<file path="src/tpds_pkg.sv">
// Shared types, constants and helpers for the two-phase deadline scheduler.
// No dependencies; every other file in src imports this package.
package tpds_pkg;

   localparam int TIME_W = 32;

   localparam logic [TIME_W-1:0] ALL_ONES = {TIME_W{1'b1}};

   // Operation carried with each input transaction
   localparam logic OP_POLL    = 1'b0;
   localparam logic OP_RESTART = 1'b1;

   // Configuration register indexes
   localparam int CSR_IDX_W = 2;
   localparam logic [CSR_IDX_W-1:0] CSR_LOW_PERIOD  = 2'd0;
   localparam logic [CSR_IDX_W-1:0] CSR_HIGH_PERIOD = 2'd1;

   typedef enum logic [1:0] {
      PHASE_IDLE = 2'd0,
      PHASE_LOW  = 2'd1,
      PHASE_HIGH = 2'd2
   } phase_type;

   typedef struct packed {
      logic [TIME_W-1:0] low_deadline;
      logic [TIME_W-1:0] high_deadline;
      logic [TIME_W-1:0] overrun_count;
   } sched_state_type;

   // True when now is at or past the deadline, by signed wrapping difference
   function automatic logic reached(input logic [TIME_W-1:0] now,
                                    input logic [TIME_W-1:0] deadline);
      logic [TIME_W-1:0] diff;
      diff = now - deadline;
      return ~diff[TIME_W-1];
   endfunction

endpackage

</file>
<file path="src/tpds_core.sv">
// Deadline and overrun state of the scheduler with its per-transaction update.
// Depends on tpds_pkg.
module tpds_core
   import tpds_pkg::*;
(
   input  logic                 clock,
   input  logic                 reset,
   input  logic                 step_en,
   input  logic                 op,
   input  logic [TIME_W-1:0]    now_time,
   input  logic [TIME_W-1:0]    low_period,
   input  logic [TIME_W-1:0]    high_period,
   output sched_state_type      state,
   output phase_type            phase
);

   sched_state_type state_ff;
   sched_state_type state_in;

   logic              high_due;
   logic              low_due;
   logic [TIME_W-1:0] sel_deadline;
   logic [TIME_W-1:0] sel_period;
   logic [TIME_W-1:0] adv_deadline;
   logic [TIME_W-1:0] new_deadline;
   logic              overrun;
   logic [TIME_W-1:0] bumped_count;

   assign high_due = (high_period != '0) && reached(now_time, state_ff.high_deadline);
   assign low_due  = (low_period  != '0) && reached(now_time, state_ff.low_deadline);

   always_comb begin
      if (high_due) begin
         sel_deadline = state_ff.high_deadline;
         sel_period   = high_period;
      end else begin
         sel_deadline = state_ff.low_deadline;
         sel_period   = low_period;
      end
      adv_deadline = sel_deadline + sel_period;
      overrun      = reached(now_time, adv_deadline);
      // re-anchor at now plus period when the advanced deadline is already past
      new_deadline = overrun ? (now_time + sel_period) : adv_deadline;
      bumped_count = (state_ff.overrun_count == ALL_ONES) ?
                     state_ff.overrun_count : (state_ff.overrun_count + 1'b1);
   end

   always_comb begin
      state_in = state_ff;
      phase    = PHASE_IDLE;
      if (op == OP_RESTART) begin
         state_in.low_deadline  = now_time + low_period;
         state_in.high_deadline = now_time + high_period;
         state_in.overrun_count = '0;
      end else if (high_due) begin
         state_in.high_deadline = new_deadline;
         phase                  = PHASE_HIGH;
         if (overrun) begin
            state_in.overrun_count = bumped_count;
         end
      end else if (low_due) begin
         state_in.low_deadline = new_deadline;
         phase                 = PHASE_LOW;
         if (overrun) begin
            state_in.overrun_count = bumped_count;
         end
      end
   end

   always_ff @(posedge clock) begin
      if (reset) begin
         state_ff <= '0;
      end else if (step_en) begin
         state_ff <= state_in;
      end
   end

   assign state = state_ff;

endmodule

</file>
<file path="src/tpds_delay.sv">
// Time to the nearest enabled deadline, all ones when both phases are off.
// Depends on tpds_pkg.
module tpds_delay
   import tpds_pkg::*;
(
   input  logic [TIME_W-1:0] now_time,
   input  logic [TIME_W-1:0] low_period,
   input  logic [TIME_W-1:0] high_period,
   input  sched_state_type   state,
   output logic [TIME_W-1:0] delay_to_next
);

   logic [TIME_W-1:0] low_delay;
   logic [TIME_W-1:0] high_delay;

   always_comb begin
      low_delay  = reached(now_time, state.low_deadline) ?
                   '0 : (state.low_deadline - now_time);
      high_delay = reached(now_time, state.high_deadline) ?
                   '0 : (state.high_deadline - now_time);
      delay_to_next = ALL_ONES;
      if (low_period != '0) begin
         delay_to_next = low_delay;
      end
      if ((high_period != '0) && (high_delay < delay_to_next)) begin
         delay_to_next = high_delay;
      end
   end

endmodule

</file>
<file path="src/two_phase_deadline_scheduler.sv">
// Top level of the two-phase periodic deadline scheduler.
// Depends on tpds_pkg, tpds_core and tpds_delay.
//
// Usage:
//   req channel: one transaction per poll or restart. req_tuser is the op
//   (0 poll, 1 restart), req_tdata the current time in ms.
//   rsp channel: one transaction per request with the fired phase, the delay
//   to the nearest enabled deadline and the overrun count.
//   csr channel: index 0 writes the low-priority period, index 1 the
//   high-priority period; other indexes are ignored. Always ready; write only
//   while no request is in flight. Zero disables a phase.
// Pipeline: input register, state update stage, result register; a request
//   accepted into the input register reaches rsp through the other two.
// Throughput: one request per cycle while rsp_tready does not stall. The deadline
//   update of one request is combinational between the input register and the
//   state registers; the delay search runs one stage later on the updated state.
// Reset: periods, deadlines and overrun count clear; both phases start off.
// Stall: when rsp_tready is low the result register holds, the stages behind
//   it fill, and req_tready drops once all three registers are occupied.
module two_phase_deadline_scheduler
   import tpds_pkg::*;
(
   input  logic                 clock,
   input  logic                 reset,
   // request stream
   input  logic                 req_tvalid,
   output logic                 req_tready,
   input  logic [TIME_W-1:0]    req_tdata,   // [31:0] now_time
   input  logic                 req_tuser,   // [0] op
   // response stream
   output logic                 rsp_tvalid,
   input  logic                 rsp_tready,
   output logic [71:0]          rsp_tdata,   // [1:0] phase, [33:2] delay_to_next,
                                             // [65:34] overrun_total, [71:66] zero
   // configuration writes
   input  logic                 csr_valid,
   output logic                 csr_ready,
   input  logic [CSR_IDX_W-1:0] csr_index,
   input  logic [TIME_W-1:0]    csr_data
);

   logic [TIME_W-1:0] low_period_ff;
   logic [TIME_W-1:0] high_period_ff;

   logic              in_valid_ff;
   logic              in_op_ff;
   logic [TIME_W-1:0] in_now_ff;

   logic              mid_valid_ff;
   logic [TIME_W-1:0] mid_now_ff;
   phase_type         mid_phase_ff;

   logic              out_valid_ff;
   phase_type         out_phase_ff;
   logic [TIME_W-1:0] out_delay_ff;
   logic [TIME_W-1:0] out_overrun_ff;

   logic              out_ready;
   logic              mid_ready;
   logic              in_ready;
   logic              mid_move;
   logic              in_move;

   sched_state_type   state;
   phase_type         phase;
   logic [TIME_W-1:0] delay_to_next;

   assign out_ready  = !out_valid_ff || rsp_tready;
   assign mid_ready  = !mid_valid_ff || out_ready;
   assign in_ready   = !in_valid_ff || mid_ready;
   assign mid_move   = mid_valid_ff && out_ready;
   assign in_move    = in_valid_ff && mid_ready;
   assign req_tready = in_ready;
   assign csr_ready  = 1'b1;

   always_ff @(posedge clock) begin
      if (reset) begin
         low_period_ff  <= '0;
         high_period_ff <= '0;
      end else if (csr_valid) begin
         case (csr_index)
            CSR_LOW_PERIOD:  low_period_ff  <= csr_data;
            CSR_HIGH_PERIOD: high_period_ff <= csr_data;
            default: ;
         endcase
      end
   end

   tpds_core u_core (
      .clock       (clock),
      .reset       (reset),
      .step_en     (in_move),
      .op          (in_op_ff),
      .now_time    (in_now_ff),
      .low_period  (low_period_ff),
      .high_period (high_period_ff),
      .state       (state),
      .phase       (phase)
   );

   // state already holds the update of the transaction in the mid stage
   tpds_delay u_delay (
      .now_time      (mid_now_ff),
      .low_period    (low_period_ff),
      .high_period   (high_period_ff),
      .state         (state),
      .delay_to_next (delay_to_next)
   );

   always_ff @(posedge clock) begin
      if (reset) begin
         in_valid_ff  <= 1'b0;
         mid_valid_ff <= 1'b0;
         out_valid_ff <= 1'b0;
      end else begin
         if (in_ready) begin
            in_valid_ff <= req_tvalid;
         end
         if (mid_ready) begin
            mid_valid_ff <= in_valid_ff;
         end
         if (out_ready) begin
            out_valid_ff <= mid_valid_ff;
         end
      end
   end

   always_ff @(posedge clock) begin
      if (in_ready && req_tvalid) begin
         in_op_ff  <= req_tuser;
         in_now_ff <= req_tdata;
      end
      if (in_move) begin
         mid_now_ff   <= in_now_ff;
         mid_phase_ff <= phase;
      end
      if (mid_move) begin
         out_phase_ff   <= mid_phase_ff;
         out_delay_ff   <= delay_to_next;
         out_overrun_ff <= state.overrun_count;
      end
   end

   assign rsp_tvalid = out_valid_ff;
   assign rsp_tdata  = {6'b0, out_overrun_ff, out_delay_ff, out_phase_ff};

endmodule

</file>
<file path="config.mk">
export PLATFORM = sky130hd
export DESIGN_NAME = two_phase_deadline_scheduler
export DESIGN_NICKNAME = d
export VERILOG_FILES = /design/src/tpds_pkg.sv /design/src/tpds_core.sv /design/src/tpds_delay.sv /design/src/two_phase_deadline_scheduler.sv
export SDC_FILE = /design/constraint.sdc
export NUM_CORES = 1
export LEC_CHECK = 0
export ABC_AREA = 1
export BUFFER_PORTS_ARGS = -buffer_cell sky130_fd_sc_hd__buf_2
export CAP_MARGIN = 15
export CELL_PAD_IN_SITES_DETAIL_PLACEMENT = 1
export CELL_PAD_IN_SITES_GLOBAL_PLACEMENT = 1
export CORE_MARGIN = 5
export CORE_UTILIZATION = 35
export DETAILED_ROUTE_END_ITERATION = 6
export PLACE_DENSITY = 0.73
export SETUP_SLACK_MARGIN = 0.02
export SLEW_MARGIN = 10
export SYNTH_ARGS = -nofsm -noshare
export SYNTH_HDL_FRONTEND = slang
export SYNTH_HIERARCHICAL = 1
export SYNTH_SLANG_ARGS = --single-unit
</file>
<file path="constraint.sdc">
create_clock -name clock -period 17.8 [get_ports clock]
set_input_delay 1.78 -clock clock [delete_from_list [all_inputs] [get_ports clock]]
set_output_delay 1.78 -clock clock [all_outputs]
set_load 0.005 [all_outputs]
</file>
==> flow_summary_export.csv <==
group,metric,value,unit
worst_setup_path,critPathBufInv,6,
clocking,clock_path_buffers,3,
route,routed_wl,104000,um
cells_and_area,drive_gt1_frac,0.0678,
grt,grt_pass1_vias,28400,
yosys,avgSynthCellArea,6.74,um2
yosys,yosys-top-cells-area,"ha_1 16%, edfxtp_1 14%, nand2_1 13%",
worst_setup_path,crit_path_start_kind,"flop",
floorplanning,start_util,0.351,
sta,fin_hold_ws,0.449,ns
clocking,clk_pin_slew_worst_paths,0.06,ns
power,p_per_area,89.8,nW/um2
sta,layout_worst_path_cycle_share,0.490,
route,num_vias,28200,
route,drtIter0Drc,1706,
sta,fin_setup_tns,0,ns
worst_setup_path,path_max_fanout,57,
yosys,ys_types,55,
power,power.total,0.00279,W
power,seq_power_share,0.307,
yosys,synth_flop_cell,"dfxtp_1",
worst_setup_path,path_common_cell,"nand2_1",
sta,max_freq,115,MHz
place,pre_cts_ws,9.11,ns
clocking,cts_hold_buf,0,
floorplanning,core-area,80200,um2
yosys,netlist_area,28100,um2
clocking,h-tree-depth,2,
yosys,synth-edff-count,133,
grt,antenna_found_initial,2,
worst_setup_path,critPathKind,"flop to flop",
worst_setup_path,cpPeakStageDelay,0.53,ns
grt,grt_pass1_wl,160000,um
yosys,synth_top_cell_by_area,"ha_1",
route,first_pass_iters,5,
power,ir_drop,56.3,uV
power,p_leak,15.1,nW
worst_setup_path,crit_required,18.30,ns
floorplanning,io_pins,147,
floorplanning,fp-row-count,104,
hold_path,hold_class,"flop to flop",
grt,grt_max_degree,95,
clocking,clk_latency,0.58,ns
worst_setup_path,critPathSlowestCell,"edfxtp_1",
place,gp_congestion,0.924,
sta,slew_violations,0,
worst_setup_path,path_delay_family,"simple AND/OR/NAND/NOR gates",
floorplanning,die_w,294,um
yosys,yosys_warnings,6,
route,antenna_left,0,
route,via_per_inst,5.27,
power,p_sw_frac,0.423,
route,drc,0,
sta,fin_worst_skew,0.0227,ns
clocking,postCtsResizedCells,0,
place,portBuffers,139,
cells_and_area,final_util,0.387,
power,pwr-share-clk,0.286,
cells_and_area,antenna_cells,0,
clocking,cts_root_buffer,"clkbuf_16",
sta,hold_viol_final,0,
power,intPower,0.00161,W
sta,worstMarginPinSlew,1.11,ns
sta,maxSlewHeadroom,0.250,
grt,grt_overflow_total,0,
sta,fin_crit,8.73,ns
clocking,cts_tree,"done",
yosys,ys_seq_elements,296,
worst_setup_path,end_kind,"flop",
sta,rsz0062_at_grt,"false",
flow_run,drv_cap,0,
floorplanning,chipHeight,294,um
clocking,cts_buffers,40,
route,routedWlPerCell,19.4,um
power,combPwrFrac,0.407,
worst_setup_path,cp.arrival,9.23,ns
yosys,ys_seq_area_frac,0.258,
cells_and_area,final_net_count,4709,
place,dpl.hpwl,83800,um
run_status,status,"completed",
floorplanning,die_area,86200,um2
yosys,syn_inst,4173,
sta,fin_ws,9.07,ns
cells_and_area,syn2layout_area_growth,10.2,%
yosys,synth_top_area_frac,0.164,
clocking,clock_sinks,296,
clocking,cts_setup_buffers,0,
yosys,async_reset_ff_frac,0,
grt,grt_use_total,0.231,
power,p_switching,0.00118,W
sta,setup_viol,0,
## Yosys cell counts, drive strengths merged (2+ instances only)
| master | n |
|---|---|
| a221oi | 7 |
| dfxtp | 163 |
| nor2 | 389 |
| conb | 2 |
| nand3 | 206 |
| edfxtp | 133 |
| o21bai | 13 |
| inv | 627 |
| a31oi | 22 |
| nand2 | 960 |
| xor2 | 65 |
| nor4 | 40 |
| a21boi | 7 |
| fa | 6 |
| o21a | 23 |
| o221a | 5 |
| nor3 | 45 |
| o21ai | 293 |
| o211ai | 15 |
| or2 | 11 |
| a21oi | 480 |
| o31ai | 5 |
| a211oi | 6 |
| a2111oi | 3 |
| o2111ai | 3 |
| ha | 370 |
| o221ai | 10 |
| a21o | 14 |
| xnor2 | 44 |
| nand3b | 5 |
| nand4 | 77 |
| clkbuf | 65 |
| buf | 55 |
## logic make-up (layout without fill, tap and decap cells)
| logic type | Yosys count | in the layout | share of synthesized area |
|---|---|---|---|
| simple gates | 1735 | 1735 | 0.259 |
| compound gates | 908 | 908 | 0.175 |
| buf+inv | 747 | 862 | 0.106 |
| fa+ha+maj | 376 | 376 | 0.169 |
| flops | 296 | 296 | 0.258 |
| xor+xnor | 109 | 109 | 0.0339 |
| other cells | 2 | 7 | 0.000267 |
## layout by cell type, fill, tap and decap left out, types with 42 or more instances in the layout
cell / synthesis / final
xnor2_1: 44 / 44
nor3_1: 43 / 43
clkbuf_16: 0 / 42
dfxtp_1: 163 / 163
nand3_1: 200 / 200
edfxtp_1: 133 / 133
nand2_1: 952 / 952
xor2_1: 65 / 65
buf_2: 25 / 139
inv_1: 604 / 602
nand4_1: 77 / 77
a21oi_1: 478 / 477
nor2_1: 385 / 385
o21ai_0: 280 / 280
ha_1: 370 / 370
## state kept, by name (all words and copies together), names as in the netlist
signal	count
out_delay_ff	32
out_overrun_ff	32
high_period_ff	32
low_period_ff	32
mid_now_ff	32
out_phase_ff	2
u_core/state	96
in_op_ff	1
mid_valid_ff	1
in_valid_ff	1
in_now_ff	32
rsp_tvalid	1
mid_phase_ff	2
## power groups by stage
stage | logic, W | registers (W) | clock network, W
5_1_grt | 0.00127 | 0.000864 | 0.000846
3_5_place_dp | 0.00112 | 0.000870 | 0
4_1_cts | 0.00113 | 0.000855 | 0.000822
6_report | 0.00113 | 0.000856 | 0.000798
3_3_place_gp | 0.00110 | 0.000868 | 0
2_1_floorplan | 0.000811 | 0.000839 | 0
## final cells by class
| type | instances | area (um2) |
|---|---|---|
| Sequential cell | 296 | 7260 |
| Inverter | 627 | 2350 |
| Clock inverter | 21 | 159 |
| Clock buffer | 53 | 1110 |
| Timing Repair Buffer | 161 | 861 |
| Tap cell | 1060 | 1330 |
| Multi-Input combinational cell | 3135 | 18000 |
| Fill cell | 10500 | 49100 |
## per-layer routing
metal  GRT usage  share of wire  up-vias
li1            -              -    14000
met1       0.331           0.49    13500
met2       0.371           0.44      570
met3      0.0305          0.051      125
met4      0.0572          0.025        4
met5           0        0.00035        -
## final timing paths
path,startpoint,end,slack [ns],cells after the start
worst max-delay path,in_now_ff[14],u_core/state[7],9.07,42
worst min-delay path,mid_phase_ff[0],out_phase_ff[0],0.45,0
worst max register to register,in_now_ff[14],u_core/state[7],9.07,42
worst min register to register,mid_phase_ff[0],out_phase_ff[0],0.45,0
## worst register-to-register path, delay by kind of cell, from the launching register on
family,cells,cell delay [ns]
XOR/XNOR,1,0.11
AND/OR/NAND/NOR,28,4.65
adder cells (fa/ha/maj),4,1.32
flip-flops,1,0.53
buffers and inverters,6,1.04
AO/OA/AOI/OAI,3,0.98
## per-stage QoR
step / instance area [um2] / cells
2_1_floorplan: 28200 / 4178
3_5_place_dp: 29800 / 5279
6_report: 31000 / 5353
3_3_place_gp: 29800 / 5279
5_1_grt: 31000 / 5353
4_1_cts: 31000 / 5353
(Power assumes the default switching activity.)
